File: src/rtl/alb_pkg.sv
// Shared types, codes and constants of the ADC ladder button calibrator.
`timescale 1ns / 1ps
package alb_pkg;

  localparam int SAMPLES_PER_LEVEL_DEF = 20;
  localparam int ADC_FULL_SCALE        = 4095;

  localparam int ADC_W      = 12;
  localparam int CFG_IDX_W  = 3;
  localparam int CFG_DATA_W = 16;
  localparam int RUN_W      = 4;
  localparam int STEP_W     = 16;
  localparam int SAMPLE_W   = 8;

  localparam logic [RUN_W-1:0]    RUN_MAX    = '1;
  localparam logic [STEP_W-1:0]   STEP_MAX   = '1;
  localparam logic [SAMPLE_W-1:0] SAMPLE_MAX = '1;

  localparam logic [15:0] STEP_TIMEOUT_RST    = 16'd10000;
  localparam logic [11:0] GAP_FLOOR_RST       = 12'd100;
  localparam logic [7:0]  SAMPLE_INTERVAL_RST = 8'd50;
  localparam logic [11:0] STAB_WINDOW_RST     = 12'd50;
  localparam logic [3:0]  STABLE_NEEDED_RST   = 4'd3;

  typedef enum logic [CFG_IDX_W-1:0] {
    CFG_STEP_TIMEOUT    = 3'd0,
    CFG_GAP_FLOOR       = 3'd1,
    CFG_SAMPLE_INTERVAL = 3'd2,
    CFG_STAB_WINDOW     = 3'd3,
    CFG_STABLE_NEEDED   = 3'd4
  } alb_cfg_idx_t;

  typedef enum logic [1:0] {
    FUNC_TICK   = 2'd0,
    FUNC_START  = 2'd1,
    FUNC_CANCEL = 2'd2
  } alb_func_t;

  typedef enum logic [3:0] {
    MODE_IDLE   = 4'd0,
    MODE_REST   = 4'd1,
    MODE_B1     = 4'd2,
    MODE_B2     = 4'd3,
    MODE_B3     = 4'd4,
    MODE_CHECK  = 4'd5,
    MODE_COMMIT = 4'd6,
    MODE_DONE   = 4'd7,
    MODE_ERROR  = 4'd8
  } alb_mode_t;

  typedef enum logic [2:0] {
    PH_IDLE  = 3'd0,
    PH_REST  = 3'd1,
    PH_B1    = 3'd2,
    PH_B2    = 3'd3,
    PH_B3    = 3'd4,
    PH_DONE  = 3'd5,
    PH_ERROR = 3'd6
  } alb_phase_t;

  typedef enum logic [3:0] {
    EV_NONE        = 4'd0,
    EV_STARTED     = 4'd1,
    EV_TIMEOUT     = 4'd2,
    EV_SAMPLING    = 4'd3,
    EV_OUTLIER     = 4'd4,
    EV_TOO_CLOSE   = 4'd5,
    EV_NEXT_BUTTON = 4'd6,
    EV_COMPUTING   = 4'd7,
    EV_BAD_LEVELS  = 4'd8,
    EV_COMPLETE    = 4'd9
  } alb_event_t;

  typedef struct packed {
    logic [1:0]       func;
    logic [ADC_W-1:0] adc_sample;
  } alb_in_t;

  typedef struct packed {
    logic [2:0]       phase;
    logic [ADC_W-1:0] live_adc;
    logic [3:0]       event_code;
    logic             start_accepted;
    logic [ADC_W-1:0] btn1_low;
    logic [ADC_W-1:0] btn1_high;
    logic [ADC_W-1:0] btn2_low;
    logic [ADC_W-1:0] btn2_high;
    logic [ADC_W-1:0] btn3_low;
    logic             thresholds_valid;
  } alb_out_t;

  typedef struct packed {
    logic [15:0] step_timeout_ticks;
    logic [11:0] gap_floor;
    logic [7:0]  sample_interval_ticks;
    logic [11:0] settle_band;
    logic [3:0]  stable_needed;
  } alb_cfg_t;

  // Level check verdict and the three distinct midpoints.
  typedef struct packed {
    logic             levels_ok;
    logic [ADC_W-1:0] mid_rest_b1;
    logic [ADC_W-1:0] mid_b1_b2;
    logic [ADC_W-1:0] mid_b2_b3;
  } alb_lvl_t;

endpackage

File: src/rtl/alb_cfg.sv
// Configuration register file of the calibrator.
`timescale 1ns / 1ps
module alb_cfg (
  input  logic                            clk,
  input  logic                            rst_n,
  input  logic                            cfg_we,
  input  logic [alb_pkg::CFG_IDX_W-1:0]   cfg_index,
  input  logic [alb_pkg::CFG_DATA_W-1:0]  cfg_wdata,
  output alb_pkg::alb_cfg_t               cfg
);
  import alb_pkg::*;

  alb_cfg_t cfg_r;
  alb_cfg_t cfg_nxt;

  always_comb begin
    cfg_nxt = cfg_r;
    if (cfg_we) begin
      case (cfg_index)
        CFG_STEP_TIMEOUT:    cfg_nxt.step_timeout_ticks    = cfg_wdata;
        CFG_GAP_FLOOR:       cfg_nxt.gap_floor             = cfg_wdata[11:0];
        CFG_SAMPLE_INTERVAL: cfg_nxt.sample_interval_ticks = cfg_wdata[7:0];
        CFG_STAB_WINDOW:     cfg_nxt.settle_band           = cfg_wdata[11:0];
        CFG_STABLE_NEEDED:   cfg_nxt.stable_needed         = cfg_wdata[3:0];
        default: ;
      endcase
    end
  end

  always_ff @(posedge clk) begin
    if (!rst_n) begin
      cfg_r.step_timeout_ticks    <= STEP_TIMEOUT_RST;
      cfg_r.gap_floor             <= GAP_FLOOR_RST;
      cfg_r.sample_interval_ticks <= SAMPLE_INTERVAL_RST;
      cfg_r.settle_band           <= STAB_WINDOW_RST;
      cfg_r.stable_needed         <= STABLE_NEEDED_RST;
    end else begin
      cfg_r <= cfg_nxt;
    end
  end

  assign cfg = cfg_r;

endmodule

File: src/rtl/alb_levels.sv
// Ascending-level check and midpoint thresholds over the four measured levels.
`timescale 1ns / 1ps
module alb_levels (
  input  logic [3:0][alb_pkg::ADC_W-1:0] levels,
  input  logic [alb_pkg::ADC_W-1:0]      min_gap,
  output alb_pkg::alb_lvl_t              lvl
);
  import alb_pkg::*;

  logic [ADC_W-1:0] r0, s1, s2, s3;
  logic             ascending, gaps_ok, in_range;
  logic [ADC_W:0]   sum_01, sum_12, sum_23;

  assign r0 = levels[0];
  assign s1 = levels[1];
  assign s2 = levels[2];
  assign s3 = levels[3];

  assign ascending = (r0 < s1) && (s1 < s2) && (s2 < s3);
  // Differences only matter once the order holds, so plain unsigned subtraction is enough.
  assign gaps_ok   = ((s1 - r0) >= min_gap) && ((s2 - s1) >= min_gap) &&
                     ((s3 - s2) >= min_gap);
  assign in_range  = ({4'b0, s3} <= 16'(ADC_FULL_SCALE));

  assign sum_01 = {1'b0, r0} + {1'b0, s1};
  assign sum_12 = {1'b0, s1} + {1'b0, s2};
  assign sum_23 = {1'b0, s2} + {1'b0, s3};

  assign lvl.levels_ok   = ascending && gaps_ok && in_range;
  assign lvl.mid_rest_b1 = sum_01[ADC_W:1];
  assign lvl.mid_b1_b2   = sum_12[ADC_W:1];
  assign lvl.mid_b2_b3   = sum_23[ADC_W:1];

endmodule

File: src/rtl/alb_core.sv
// Calibration sequencer: state registers and the single-pass step logic.
`timescale 1ns / 1ps
module alb_core #(
  parameter int SAMPLES_PER_LEVEL = alb_pkg::SAMPLES_PER_LEVEL_DEF
) (
  input  logic              clk,
  input  logic              rst_n,
  input  logic              step_en,
  input  alb_pkg::alb_in_t  word,
  input  alb_pkg::alb_cfg_t cfg,
  output alb_pkg::alb_out_t result
);
  import alb_pkg::*;

  localparam int CLN   = $clog2(SAMPLES_PER_LEVEL);
  localparam int TW    = ADC_W + CLN;
  localparam int CW    = $clog2(SAMPLES_PER_LEVEL + 1);
  // Average by reciprocal: floor(x / N) == (x * ceil(2^SH / N)) >> SH for x < 2^TW.
  localparam int SH    = TW + CLN;
  localparam int RECIP = ((1 << SH) + SAMPLES_PER_LEVEL - 1) / SAMPLES_PER_LEVEL;
  localparam int RW    = $clog2(RECIP + 1);

  localparam logic [CW-1:0] TAKEN_FULL = CW'(SAMPLES_PER_LEVEL);
  localparam logic [RW-1:0] RECIP_V    = RW'(RECIP);

  alb_mode_t               mode_r, mode_nxt;
  logic                    sampling_r, sampling_nxt;
  logic [RUN_W-1:0]        run_r, run_nxt;
  logic [ADC_W-1:0]        last_r, last_nxt;
  logic [STEP_W-1:0]       step_el_r, step_el_nxt;
  logic [SAMPLE_W-1:0]     samp_el_r, samp_el_nxt;
  logic [TW-1:0]           total_r, total_nxt;
  logic [CW-1:0]           taken_r, taken_nxt;
  logic [3:0][ADC_W-1:0]   levels_r, levels_nxt;
  logic [ADC_W-1:0]        thr_lo_r, thr_lo_nxt;
  logic [ADC_W-1:0]        thr_mid_r, thr_mid_nxt;
  logic [ADC_W-1:0]        thr_hi_r, thr_hi_nxt;
  logic [ADC_W-1:0]        live_r, live_nxt;

  alb_lvl_t                lvl;
  logic                    running;
  logic [ADC_W-1:0]        rd;
  logic [1:0]              idx;
  logic                    has_prev;
  logic [ADC_W:0]          prev_plus_gap;
  logic [ADC_W:0]          rd_plus_win;
  logic [ADC_W:0]          last_plus_win;
  logic [STEP_W-1:0]       step_el_inc;
  logic [SAMPLE_W-1:0]     samp_el_inc;
  logic                    above;
  logic                    run_hit;
  logic [RUN_W-1:0]        run_new;
  logic                    outlier;
  logic [TW-1:0]           total_sum;
  logic [CW-1:0]           taken_inc;
  logic [TW+RW-1:0]        avg_prod;
  logic [ADC_W-1:0]        avg;
  logic                    too_close;
  alb_event_t              ev;
  logic                    accepted;
  logic                    thr_valid;
  alb_phase_t              phase;

  alb_levels u_levels (
    .levels  (levels_r),
    .min_gap (cfg.gap_floor),
    .lvl     (lvl)
  );

  assign rd       = word.adc_sample;
  assign running  = (mode_r != MODE_IDLE) && (mode_r != MODE_DONE) &&
                    (mode_r != MODE_ERROR);
  assign idx      = 2'(4'(mode_r) - 4'(MODE_REST));
  assign has_prev = (mode_r != MODE_REST);

  assign prev_plus_gap = {1'b0, levels_r[2'(idx - 2'd1)]} + {1'b0, cfg.gap_floor};
  assign rd_plus_win   = {1'b0, rd} + {1'b0, cfg.settle_band};
  assign last_plus_win = {1'b0, last_r} + {1'b0, cfg.settle_band};

  assign step_el_inc = (step_el_r != STEP_MAX) ? step_el_r + 1'b1 : step_el_r;
  assign samp_el_inc = (samp_el_r != SAMPLE_MAX) ? samp_el_r + 1'b1 : samp_el_r;

  // Wait phase: a reading counts when at least the gap above the previous level;
  // later readings of a run must also lie strictly inside the last one's window.
  assign above   = !has_prev || ({1'b0, rd} >= prev_plus_gap);
  assign run_hit = above && ((run_r == '0) ||
                   ((rd_plus_win > {1'b0, last_r}) && ({1'b0, rd} < last_plus_win)));
  assign run_new = !run_hit ? '0 : (run_r == RUN_MAX) ? run_r : run_r + 1'b1;

  // Sample phase: outlier when outside the inclusive window.
  assign outlier   = (rd_plus_win < {1'b0, last_r}) || ({1'b0, rd} > last_plus_win);
  assign total_sum = total_r + TW'(rd);
  assign taken_inc = taken_r + 1'b1;
  assign avg_prod  = TW'(total_sum) * RECIP_V;
  assign avg       = avg_prod[SH +: ADC_W];
  assign too_close = has_prev && ({1'b0, avg} < prev_plus_gap);

  always_comb begin
    mode_nxt     = mode_r;
    sampling_nxt = sampling_r;
    run_nxt      = run_r;
    last_nxt     = last_r;
    step_el_nxt  = step_el_r;
    samp_el_nxt  = samp_el_r;
    total_nxt    = total_r;
    taken_nxt    = taken_r;
    levels_nxt   = levels_r;
    thr_lo_nxt   = thr_lo_r;
    thr_mid_nxt  = thr_mid_r;
    thr_hi_nxt   = thr_hi_r;
    live_nxt     = live_r;
    ev           = EV_NONE;
    accepted     = 1'b0;
    thr_valid    = 1'b0;

    case (word.func)
      FUNC_START: begin
        if (!running) begin
          levels_nxt   = '0;
          live_nxt     = '0;
          mode_nxt     = MODE_REST;
          step_el_nxt  = '0;
          sampling_nxt = 1'b0;
          run_nxt      = '0;
          last_nxt     = '0;
          samp_el_nxt  = '0;
          accepted     = 1'b1;
          ev           = EV_STARTED;
        end
      end
      FUNC_CANCEL: begin
        if (mode_r != MODE_IDLE) begin
          levels_nxt   = '0;
          live_nxt     = '0;
          mode_nxt     = MODE_IDLE;
          sampling_nxt = 1'b0;
          run_nxt      = '0;
        end
      end
      FUNC_TICK: begin
        if (running) begin
          live_nxt = rd;
          case (mode_r)
            MODE_REST, MODE_B1, MODE_B2, MODE_B3: begin
              step_el_nxt = step_el_inc;
              if (!sampling_r) begin
                if (step_el_inc >= cfg.step_timeout_ticks) begin
                  step_el_nxt = '0;
                  run_nxt     = '0;
                  ev          = EV_TIMEOUT;
                end else begin
                  run_nxt  = run_new;
                  last_nxt = rd;
                  if (run_new >= cfg.stable_needed) begin
                    sampling_nxt = 1'b1;
                    taken_nxt    = '0;
                    total_nxt    = '0;
                    samp_el_nxt  = '0;
                    ev           = EV_SAMPLING;
                  end
                end
              end else begin
                samp_el_nxt = samp_el_inc;
                if (samp_el_inc >= cfg.sample_interval_ticks) begin
                  samp_el_nxt = '0;
                  if (outlier) begin
                    sampling_nxt = 1'b0;
                    run_nxt      = '0;
                    ev           = EV_OUTLIER;
                  end else begin
                    total_nxt = total_sum;
                    taken_nxt = taken_inc;
                    if (taken_inc >= TAKEN_FULL) begin
                      sampling_nxt = 1'b0;
                      run_nxt      = '0;
                      step_el_nxt  = '0;
                      if (too_close) begin
                        ev = EV_TOO_CLOSE;
                      end else begin
                        levels_nxt[idx] = avg;
                        last_nxt        = '0;
                        if (mode_r == MODE_B3) begin
                          mode_nxt = MODE_CHECK;
                          ev       = EV_COMPUTING;
                        end else begin
                          mode_nxt = alb_mode_t'(4'(mode_r) + 4'd1);
                          ev       = EV_NEXT_BUTTON;
                        end
                      end
                    end
                  end
                end
              end
            end
            MODE_CHECK: begin
              if (lvl.levels_ok) begin
                mode_nxt = MODE_COMMIT;
              end else begin
                mode_nxt = MODE_ERROR;
                ev       = EV_BAD_LEVELS;
              end
            end
            MODE_COMMIT: begin
              thr_lo_nxt  = lvl.mid_rest_b1;
              thr_mid_nxt = lvl.mid_b1_b2;
              thr_hi_nxt  = lvl.mid_b2_b3;
              mode_nxt    = MODE_DONE;
              thr_valid   = 1'b1;
              ev          = EV_COMPLETE;
            end
            default: ;
          endcase
        end
      end
      default: ;
    endcase
  end

  always_comb begin
    case (mode_nxt)
      MODE_IDLE:                            phase = PH_IDLE;
      MODE_REST:                            phase = PH_REST;
      MODE_B1:                              phase = PH_B1;
      MODE_B2:                              phase = PH_B2;
      MODE_B3, MODE_CHECK, MODE_COMMIT:     phase = PH_B3;
      MODE_DONE:                            phase = PH_DONE;
      MODE_ERROR:                           phase = PH_ERROR;
      default:                              phase = PH_IDLE;
    endcase
  end

  assign result.phase            = phase;
  assign result.live_adc         = live_nxt;
  assign result.event_code       = ev;
  assign result.start_accepted   = accepted;
  assign result.btn1_low         = thr_lo_nxt;
  assign result.btn1_high        = thr_mid_nxt;
  assign result.btn2_low         = thr_mid_nxt;
  assign result.btn2_high        = thr_hi_nxt;
  assign result.btn3_low         = thr_hi_nxt;
  assign result.thresholds_valid = thr_valid;

  always_ff @(posedge clk) begin
    if (!rst_n) begin
      mode_r     <= MODE_IDLE;
      sampling_r <= 1'b0;
      run_r      <= '0;
      last_r     <= '0;
      step_el_r  <= '0;
      samp_el_r  <= '0;
      total_r    <= '0;
      taken_r    <= '0;
      levels_r   <= '0;
      thr_lo_r   <= '0;
      thr_mid_r  <= '0;
      thr_hi_r   <= '0;
      live_r     <= '0;
    end else if (step_en) begin
      mode_r     <= mode_nxt;
      sampling_r <= sampling_nxt;
      run_r      <= run_nxt;
      last_r     <= last_nxt;
      step_el_r  <= step_el_nxt;
      samp_el_r  <= samp_el_nxt;
      total_r    <= total_nxt;
      taken_r    <= taken_nxt;
      levels_r   <= levels_nxt;
      thr_lo_r   <= thr_lo_nxt;
      thr_mid_r  <= thr_mid_nxt;
      thr_hi_r   <= thr_hi_nxt;
      live_r     <= live_nxt;
    end
  end

  a_sampling_in_step: assert property (@(posedge clk) disable iff (!rst_n)
    sampling_r |-> (mode_r == MODE_REST || mode_r == MODE_B1 ||
                    mode_r == MODE_B2 || mode_r == MODE_B3))
    else $error("sampling flag set outside a measuring step");

  a_taken_below_full: assert property (@(posedge clk) disable iff (!rst_n)
    sampling_r |-> (taken_r < TAKEN_FULL))
    else $error("sample count reached full while still sampling");

  a_start_enters_rest: assert property (@(posedge clk) disable iff (!rst_n)
    (step_en && word.func == FUNC_START && !running) |=> (mode_r == MODE_REST))
    else $error("accepted start did not enter the resting step");

  a_commit_from_check: assert property (@(posedge clk) disable iff (!rst_n)
    (step_en && mode_r == MODE_COMMIT && word.func == FUNC_TICK) |->
      (lvl.levels_ok && thr_valid))
    else $error("commit reached with levels that fail the check");

endmodule

File: src/rtl/adc_ladder_button_calibrator.sv
// Top level of the ADC ladder button calibrator: word registers around the sequencer.
`timescale 1ns / 1ps
// Flow: an accepted word waits in the input register and is processed into the result
//   register once that register is free or being emptied.
// Throughput: one word per cycle while the output is not stalled.
// Reset: synchronous, active low; empties both word registers, the sequencer to idle,
//   the thresholds to zero and the configuration registers to their defaults.
module adc_ladder_button_calibrator #(
  parameter int SAMPLES_PER_LEVEL = alb_pkg::SAMPLES_PER_LEVEL_DEF
) (
  input  logic                            clk,
  input  logic                            rst_n,
  input  logic                            in_valid,
  output logic                            in_stall,
  input  alb_pkg::alb_in_t                in_word,
  output logic                            out_valid,
  input  logic                            out_stall,
  output alb_pkg::alb_out_t               out_word,
  input  logic                            cfg_we,
  input  logic [alb_pkg::CFG_IDX_W-1:0]   cfg_index,
  input  logic [alb_pkg::CFG_DATA_W-1:0]  cfg_wdata
);
  import alb_pkg::*;

  logic     in_valid_r, in_valid_nxt;
  alb_in_t  in_word_r;
  logic     out_valid_r, out_valid_nxt;
  alb_out_t out_word_r;
  logic     advance;
  alb_cfg_t cfg;
  alb_out_t result;

  alb_cfg u_cfg (
    .clk       (clk),
    .rst_n     (rst_n),
    .cfg_we    (cfg_we),
    .cfg_index (cfg_index),
    .cfg_wdata (cfg_wdata),
    .cfg       (cfg)
  );

  // Advance the held word into the sequencer whenever the result register is
  // free or being emptied this cycle.
  assign advance  = in_valid_r && (!out_valid_r || !out_stall);
  // Stall the input only when the held word cannot move on.
  assign in_stall = in_valid_r && !advance;

  assign in_valid_nxt  = in_stall ? 1'b1 : in_valid;
  assign out_valid_nxt = advance ? 1'b1 : (out_valid_r && out_stall);

  alb_core #(
    .SAMPLES_PER_LEVEL (SAMPLES_PER_LEVEL)
  ) u_core (
    .clk     (clk),
    .rst_n   (rst_n),
    .step_en (advance),
    .word    (in_word_r),
    .cfg     (cfg),
    .result  (result)
  );

  always_ff @(posedge clk) begin
    if (!rst_n) begin
      in_valid_r  <= 1'b0;
      out_valid_r <= 1'b0;
    end else begin
      in_valid_r  <= in_valid_nxt;
      out_valid_r <= out_valid_nxt;
    end
  end

  // Payload registers: load on a handshake, hold otherwise.
  always_ff @(posedge clk) begin
    if (in_valid && !in_stall) begin
      in_word_r <= in_word;
    end
    if (advance) begin
      out_word_r <= result;
    end
  end

  assign out_valid = out_valid_r;
  assign out_word  = out_word_r;

  a_stall_needs_full_out: assert property (@(posedge clk) disable iff (!rst_n)
    in_stall |-> (out_valid_r && out_stall))
    else $error("input stalled while the result register could take a word");

  a_advance_fills_out: assert property (@(posedge clk) disable iff (!rst_n)
    advance |=> out_valid_r)
    else $error("processed word did not reach the result register");

  a_held_word_kept: assert property (@(posedge clk) disable iff (!rst_n)
    (in_valid_r && !advance) |=> in_valid_r)
    else $error("held word dropped without being processed");

endmodule

File: config.mk
export PLATFORM = sky130hd
export DESIGN_NAME = adc_ladder_button_calibrator
export DESIGN_NICKNAME = d
export VERILOG_FILES = /design/src/rtl/alb_pkg.sv /design/src/rtl/alb_cfg.sv /design/src/rtl/alb_levels.sv /design/src/rtl/alb_core.sv /design/src/rtl/adc_ladder_button_calibrator.sv
export SDC_FILE = /design/constraint.sdc
export NUM_CORES = 1
export LEC_CHECK = 0
export BUFFER_PORTS_ARGS = -buffer_cell sky130_fd_sc_hd__buf_2
export CAP_MARGIN = 20
export CORE_ASPECT_RATIO = 1.25
export CORE_MARGIN = 2
export CORE_UTILIZATION = 60
export DETAILED_ROUTE_END_ITERATION = 10
export GPL_ROUTABILITY_DRIVEN = 0
export GPL_TIMING_DRIVEN = 0
export PLACE_DENSITY = 0.84
export SYNTH_ARGS = -nofsm -noshare
export SYNTH_HDL_FRONTEND = slang
export SYNTH_HIERARCHICAL = 1
export SYNTH_SLANG_ARGS = --single-unit
export TNS_END_PERCENT = 5
File: constraint.sdc
create_clock -name clk -period 11.4 [get_ports clk]
set_input_delay 0.57 -clock clk [delete_from_list [all_inputs] [get_ports clk]]
set_output_delay 0.57 -clock clk [all_outputs]
set_load 0.01 [all_outputs]
# == After elaboration in Yosys (flattened, before gate mapping) ==
# Memory sizes are Yosys's and may differ from the RTL's. A register that Yosys moved wholly into a read port is not among the register bits.
# Index checks and enable logic that the tools add are counted.
# word_totals
register_bits,285
mem_bits_ro,48
inputBits,38
wordCells,271
mem_count,1
# mem_list
memory,words,width,read_ports,rd_clocked_by_memory_dff,wr,line_no,rtl
(no name shown),16,3,1,1,0,alb_core.sv:220,case (mode_nxt)
# classes
addsub,17
mul,1
n_lt_le_gt_ge,19
eq_ne,37
muxes,119
reduce_logical,45
# ops
operator,n
$mux W48,9
$mux W12,23
$mux W16,9
$pmux W48 S3,1
$mux W4,29
$mux W17,5
$add A12 B12 Y13,6
$mux W8,8
$bwmux W48,1
$pmux W4 S3,4
$ge A12 B12 Y1,3
$lt A12 B12 Y1,3
$pmux W12 S3,1
$sub A12 B12 Y12,3
$mul A17 B16 Y32 const B,1
$pmux W16 S2,1
$lt A12 B13 Y1,2
$mux W5,5
$bmux W12 S2,1
$demux W12 S2,1
$pmux W12 S2,1
$add A17 B12 Y17,1
$add A16 B1 Y16 const B,1
$ge A16 B16 Y1,1
54 further kinds,118

# == Logic depth before layout (Yosys ltp) ==
# logic_depth
depth_word,16
mapped_depth,41
mapped_depth_nobuf,40

# == By module ==
# Netlist, hierarchy kept.
# modules_own_cells
mod,n_inst,cells_per_inst,area_per_inst_um2,seq_area_each_um2
alb_core,1,1897,16585.9,3263.1
alb_levels,1,598,4264.1,0.0
adc_ladder_button_calibrator,1,103,2936.6,2892.8
alb_cfg,1,200,2063.2,1041.0

# == Worst setup path before layout ==
# OpenSTA, ideal clock, no wires.
# synth_timing
kind,register to register
startpoint,register in_word_r[1] in the netlist's numbering
endpoint,register out_word[80] (netlist name)
setup_ps,256
arrival_time_ps,9527
t_required_ps,11144
slack_ps,1617
path_stages_with_launch,39
synth_period_minus_slack_ps,9783
path_cell_list,edfxtp_1 inv_1 fa_1 nor2b_1 o21ai_0 a21boi_0 and4_1 o31ai_1 o21a_2 nor3b_1 xor2_1 ha_1 ha_1 inv_1 fa_1 inv_1 fa_1 fa_1 (+3 left out) ha_1 nand2_1 nor3_1 o2111ai_1 o31ai_2 a311oi_1 o21ai_0 a21oi_1 xnor2_1 ha_1 nand2_1 or3_1 a221o_1 a41o_2 or2_4 o31ai_4 nor3_1 a22o_1
# synth_via
elab_chain_cells,12
# synth_lines
element,line_no,rtl
"start, declared",adc_ladder_button_calibrator.sv:26,alb_in_t in_word_r;
"start signal, assigned",adc_ladder_button_calibrator.sv:75,in_word_r <= in_word;
$add A17 B12 Y17,alb_core.sv:92,assign total_sum = total_r + TW'(rd);
$mul A17 B16 Y32,alb_core.sv:94,assign avg_prod = TW'(total_sum) * RECIP_V;
$lt A12 B13 Y1,alb_core.sv:96,"assign too_close = has_prev && ({1'b0, avg} < prev_plus_gap);"
$logic_and A1 B1 Y1,alb_core.sv:96,
$mux W4,alb_core.sv:177,if (too_close) begin
$mux W4,alb_core.sv:173,if (taken_inc >= TAKEN_FULL) begin
$mux W4 *,alb_core.sv:166,if (outlier) begin
$mux W4 *,alb_core.sv:164,if (samp_el_inc >= cfg.sample_interval_ticks) begin
$mux W4 *,alb_core.sv:146,if (!sampling_r) begin
$pmux W4 S3 *,alb_core.sv:143,case (mode_r)
$mux W4 *,alb_core.sv:141,if (running) begin
$pmux W4 S3 *,alb_core.sv:116,case (word.func)
# Mark *: on every way between the ends. The rest lies on a longest branch, timed or not.
# A chain may end at the register's enable or synchronous reset.

# == Final worst setup path ==
# layout_timing
startpoint,register in_word_r[2] in the netlist's numbering
endpoint,register u_core/levels_r[19] in the netlist's numbering
# layout_via
elab_chain_cells,11
# layout_lines
element,line_no,rtl
"parallel branches: the longest is 11 deep, another holds $mul A17 B16 Y32",-,
"end signal, assigned",alb_core.sv:267,levels_r <= levels_nxt;
"end, declared",alb_core.sv:34,"logic [3:0][ADC_W-1:0] levels_r, levels_nxt;"
# Parallel ways; which one is timed is not known. The select of a mux whose other input is x is not followed.

==> results.yml <==
outcome:
  status: "completed"
clock_network:
  numCtsBuffers: 34
  clkLatencyLatePin_ns: 0.57
  cts_hold_buf: 0
  root_buffer: "clkbuf_16"
  htree_levels: 2
  clk_pin_slew_ns: 0.06
  numClockSinks: 312
  cts_buffer_depth: 3
  cts_tree: "done"
die:
  core_area_um2: 42750
  die_area_um2: 44770
  ios: 121
  initial_core_util_pct: 60.46
  chipWidth_um: 189.7
  die_y_um: 236.1
  fp-row-count: 85
detailed_routing:
  num_vias: 22080
  dr.first_iter.drc_count: 1815
  wl_per_cell_um: 20.18
  remaining_drc_errors: 0
  first_pass_iters: 7
  wirelength_um: 71740
  via_per_inst: 6.212
  drtAntennaViolNets: 0
final_layout:
  multiInputGateArea_um2: 17010
  utilization_pct: 66.77
  fillers: 3316
  final_cell_count_no_fill: 3555
  area_delta_synth_final_pct: 10.43
  drive_above_1_share_pct: 11.21
  nets: 3456
  regArea_um2: 7197
global_route:
  grt-ovfl-total: 0
  grt_pass1_vias: 22220
  grt_use_total_pct: 31.60
  antenna_found_initial: 1
  grt_max_degree: 34
  grt_pass1_wl_um: 112500
sta:
  hold_viol: 0
  holdWs_ns: 0.1767
  fin_skew_ns: 0.01287
  slew_headroom_pct: 30.72
  tightest_slew_ns: 1.032
  fmax_ghz: 0.09059
  slew_violations: 0
  period_share_pct: 96.83
  fin_crit_ns: 11.04
  setup_viol: 0
pwr:
  power.density_nw_per_um2: 123.5
  pwr-share-clk_pct: 32.8
  switching_share_pct: 34.62
  p_seq_share_pct: 33.6
  p_int_mw: 2.304
  total_power_mw: 3.525
  vdd_drop_max_v: 0.0001469
  p_comb_share_pct: 33.6
  power_switching_mw: 1.220
  leakage_nw: 12.87
critical_path:
  cp_data_required_time_ns: 11.90
  start_kind: "flip-flop"
  path_class: "flip-flop to flip-flop"
  reg2reg_slack_ns: 0.36
  r2r-start: "in_word_r[2]"
  crit_fanout: 10
  slowest_stage: "edfxtp_1"
  rr_worst_depth: 37
  cp_slowest_stage_delay_ns: 0.63
  worstPathArrival_ns: 11.54
  cp_common_cell: "ha_1"
  cp-end-kind: "flip-flop"
  r2r_end: "u_core/levels_r[19]"
run:
  cap_violations: 0
synth:
  ys_async_sr_fraction_pct: 0
  netlist_area_um2: 25850
  postSynthAreaPerCell_um2: 9.239
  syn_nets: 3290
  synth_top_cell_by_area: "ha_1"
  netlist-cell-type-count: 97
  yosys.area.top_type_share_pct: 17.86
  synthMuxAreaShare_pct: 6.849
  synth.area.top_cells: "ha_1 (18%), dfxtp_1 (17%), edfxtp_1 (11%), fa_1 (6.6%), inv_1 (4.2%)"
  synth_xor_xnor_area_share_pct: 5.489
  synth_common_cells: "ha_1 (369), inv_1 (291), dfxtp_1 (217)"
  yosysSeqAreaShare_pct: 27.84
  synth_most_common_cell: "ha_1"
  synth-simple-area-share_pct: 13.55
  yosys_warnings: 6
  synth_edf_count: 95
  syn_inst: 2798
  ys_seq_elements: 312
  synth_compound_area_share_pct: 15.01
  synth_top_family_by_area: "adder cells"
  synth-main-ff-cell: "dfxtp_1"
  synth_adder_area_share_pct: 24.44
placement:
  io_buffers: 120
  dpl.hpwl_um: 55030
  dp_cells: 3486
hold_path:
  hold_path_class: "input port to flip-flop"
  worstHoldPathCells: 1
  hold_path_end: "in_word_r[11]"
  worstHoldStart: "in_word[11]"
power groups by stage:
stage | Combinational (mW) | Sequential [mW] | Clock [mW]
after floorplan | 0.818 | 1.21 | 0
final | 1.18 | 1.19 | 1.16
after global routing | 1.32 | 1.19 | 1.22
after global placement | 1.06 | 1.21 | 0
after CTS | 1.15 | 1.18 | 1.17
after detailed placement | 1.14 | 1.21 | 0
sequential cells by signal (all words and copies together), names as in the netlist:
signal and cells:
u_core/last_r 12, u_core/sampling_r 1, u_cfg/cfg 52, u_core/run_r 4, u_core/live_r 12, u_core/thr_lo_r 12
u_core/taken_r 5, u_core/samp_el_r 8, in_valid_r 1, u_core/thr_hi_r 12, u_core/levels_r 48, u_core/total_r 17
u_core/thr_mid_r 12, out_valid 1, in_word_r 14, out_word 81, u_core/step_el_r 16, u_core/mode_r 4
how the worst max path moves through the flow:
| stage | slack, ns | cells past startpoint | startpoint | to |
|---|---|---|---|---|
| 2_1_floorplan | 1.62 | 38 | in_word_r[1] | out_word[80] |
| 3_3_place_gp | -2.84 | 7 | out_stall | u_core/samp_el_r[0] |
| 3_5_place_dp | -0.62 | 38 | in_word_r[1] | out_word[62] |
| 4_1_cts | 0.03 | 37 | in_word_r[2] | out_word[80] |
| 5_1_grt | -0.04 | 35 | in_word_r[2] | u_core/levels_r[19] |
| 6_report | 0.36 | 37 | in_word_r[2] | u_core/levels_r[19] |
worst max-delay path: cells and delay by family (launching register included):
family | cells | cell delay [ns]
DFF | 1 | 0.63
AOI/OAI and AO/OA | 12 | 3.33
buffers and inverters | 5 | 0.53
adders and majority gates | 9 | 3.88
and+or+nand+nor | 9 | 1.93
xor gates and xnor gates | 2 | 0.64
layer usage:
metal | vias up | track usage [%] | share of wire [%]
li1 | 10170 | - | -
met2 | 1209 | 53.88 | 47
met1 | 10330 | 35.41 | 37
met5 | - | 0 | 0
met3 | 374 | 6.056 | 8.2
met4 | 0 | 22.20 | 7.8
kinds of logic (layout without fill, tap and decap cells):
kind of cell,after synthesis,after routing
simple gates,717,717
compound gates,573,573
fa+ha+maj,454,454
buf+inv,426,617
flops,312,312
xor+xnor,159,159
mux,157,157
other cells,0,1
through the flow:
stage / cell area [µm²] / setup slack [ns] / TNS (ns)
after floorplan: 25850 / 1.617 / 0
after global placement: 27160 / -2.840 / -248.35
after detailed placement: 27230 / -0.6235 / -29.67
after CTS: 28450 / 0.02726 / 0
after global routing: 28540 / -0.03906 / -0.1989
final: 28540 / 0.3617 / 0
area by class of cell:
cell class                      count  share of cell area [%]
Inverter                          291                   3.827
Tap cell                          565                   2.477
Clock buffer                       46                   3.428
Sequential cell                   312                   25.21
Buffer                            135                   2.345
Timing Repair Buffer              130                   2.490
Clock inverter                     15                  0.6312
Antenna cell                        1                0.008767
Multi-Input combinational cell   2060                   59.58
what timing repair did:
| action | in CTS | in global routing |
|---|---|---|
| gates resized for setup | 8 | 10 |
| endpoints found under the setup margin | 68 | 68 |
| pin swaps | 1 | 2 |
| buffers inserted | 1 | 4 |
| endpoints found under the hold margin | 0 | 0 |
placed cells by master (no fill, tap or decap), types with 46 or more instances in the layout:
cell / Yosys / routed
fa_1: 85 / 85
buf_2: 20 / 141
a21o_1: 46 / 46
nand3_1: 76 / 76
inv_1: 291 / 291
ha_1: 369 / 369
edfxtp_1: 95 / 95
o21ai_0: 73 / 73
nor2b_1: 58 / 58
xnor2_1: 87 / 82
dfxtp_1: 217 / 217
a21oi_1: 176 / 176
nand2_1: 174 / 174
clkbuf_1: 74 / 80
xor2_1: 70 / 67
nor2_1: 205 / 205
mux2i_1: 106 / 106
Power figures use the tool's default switching activity.
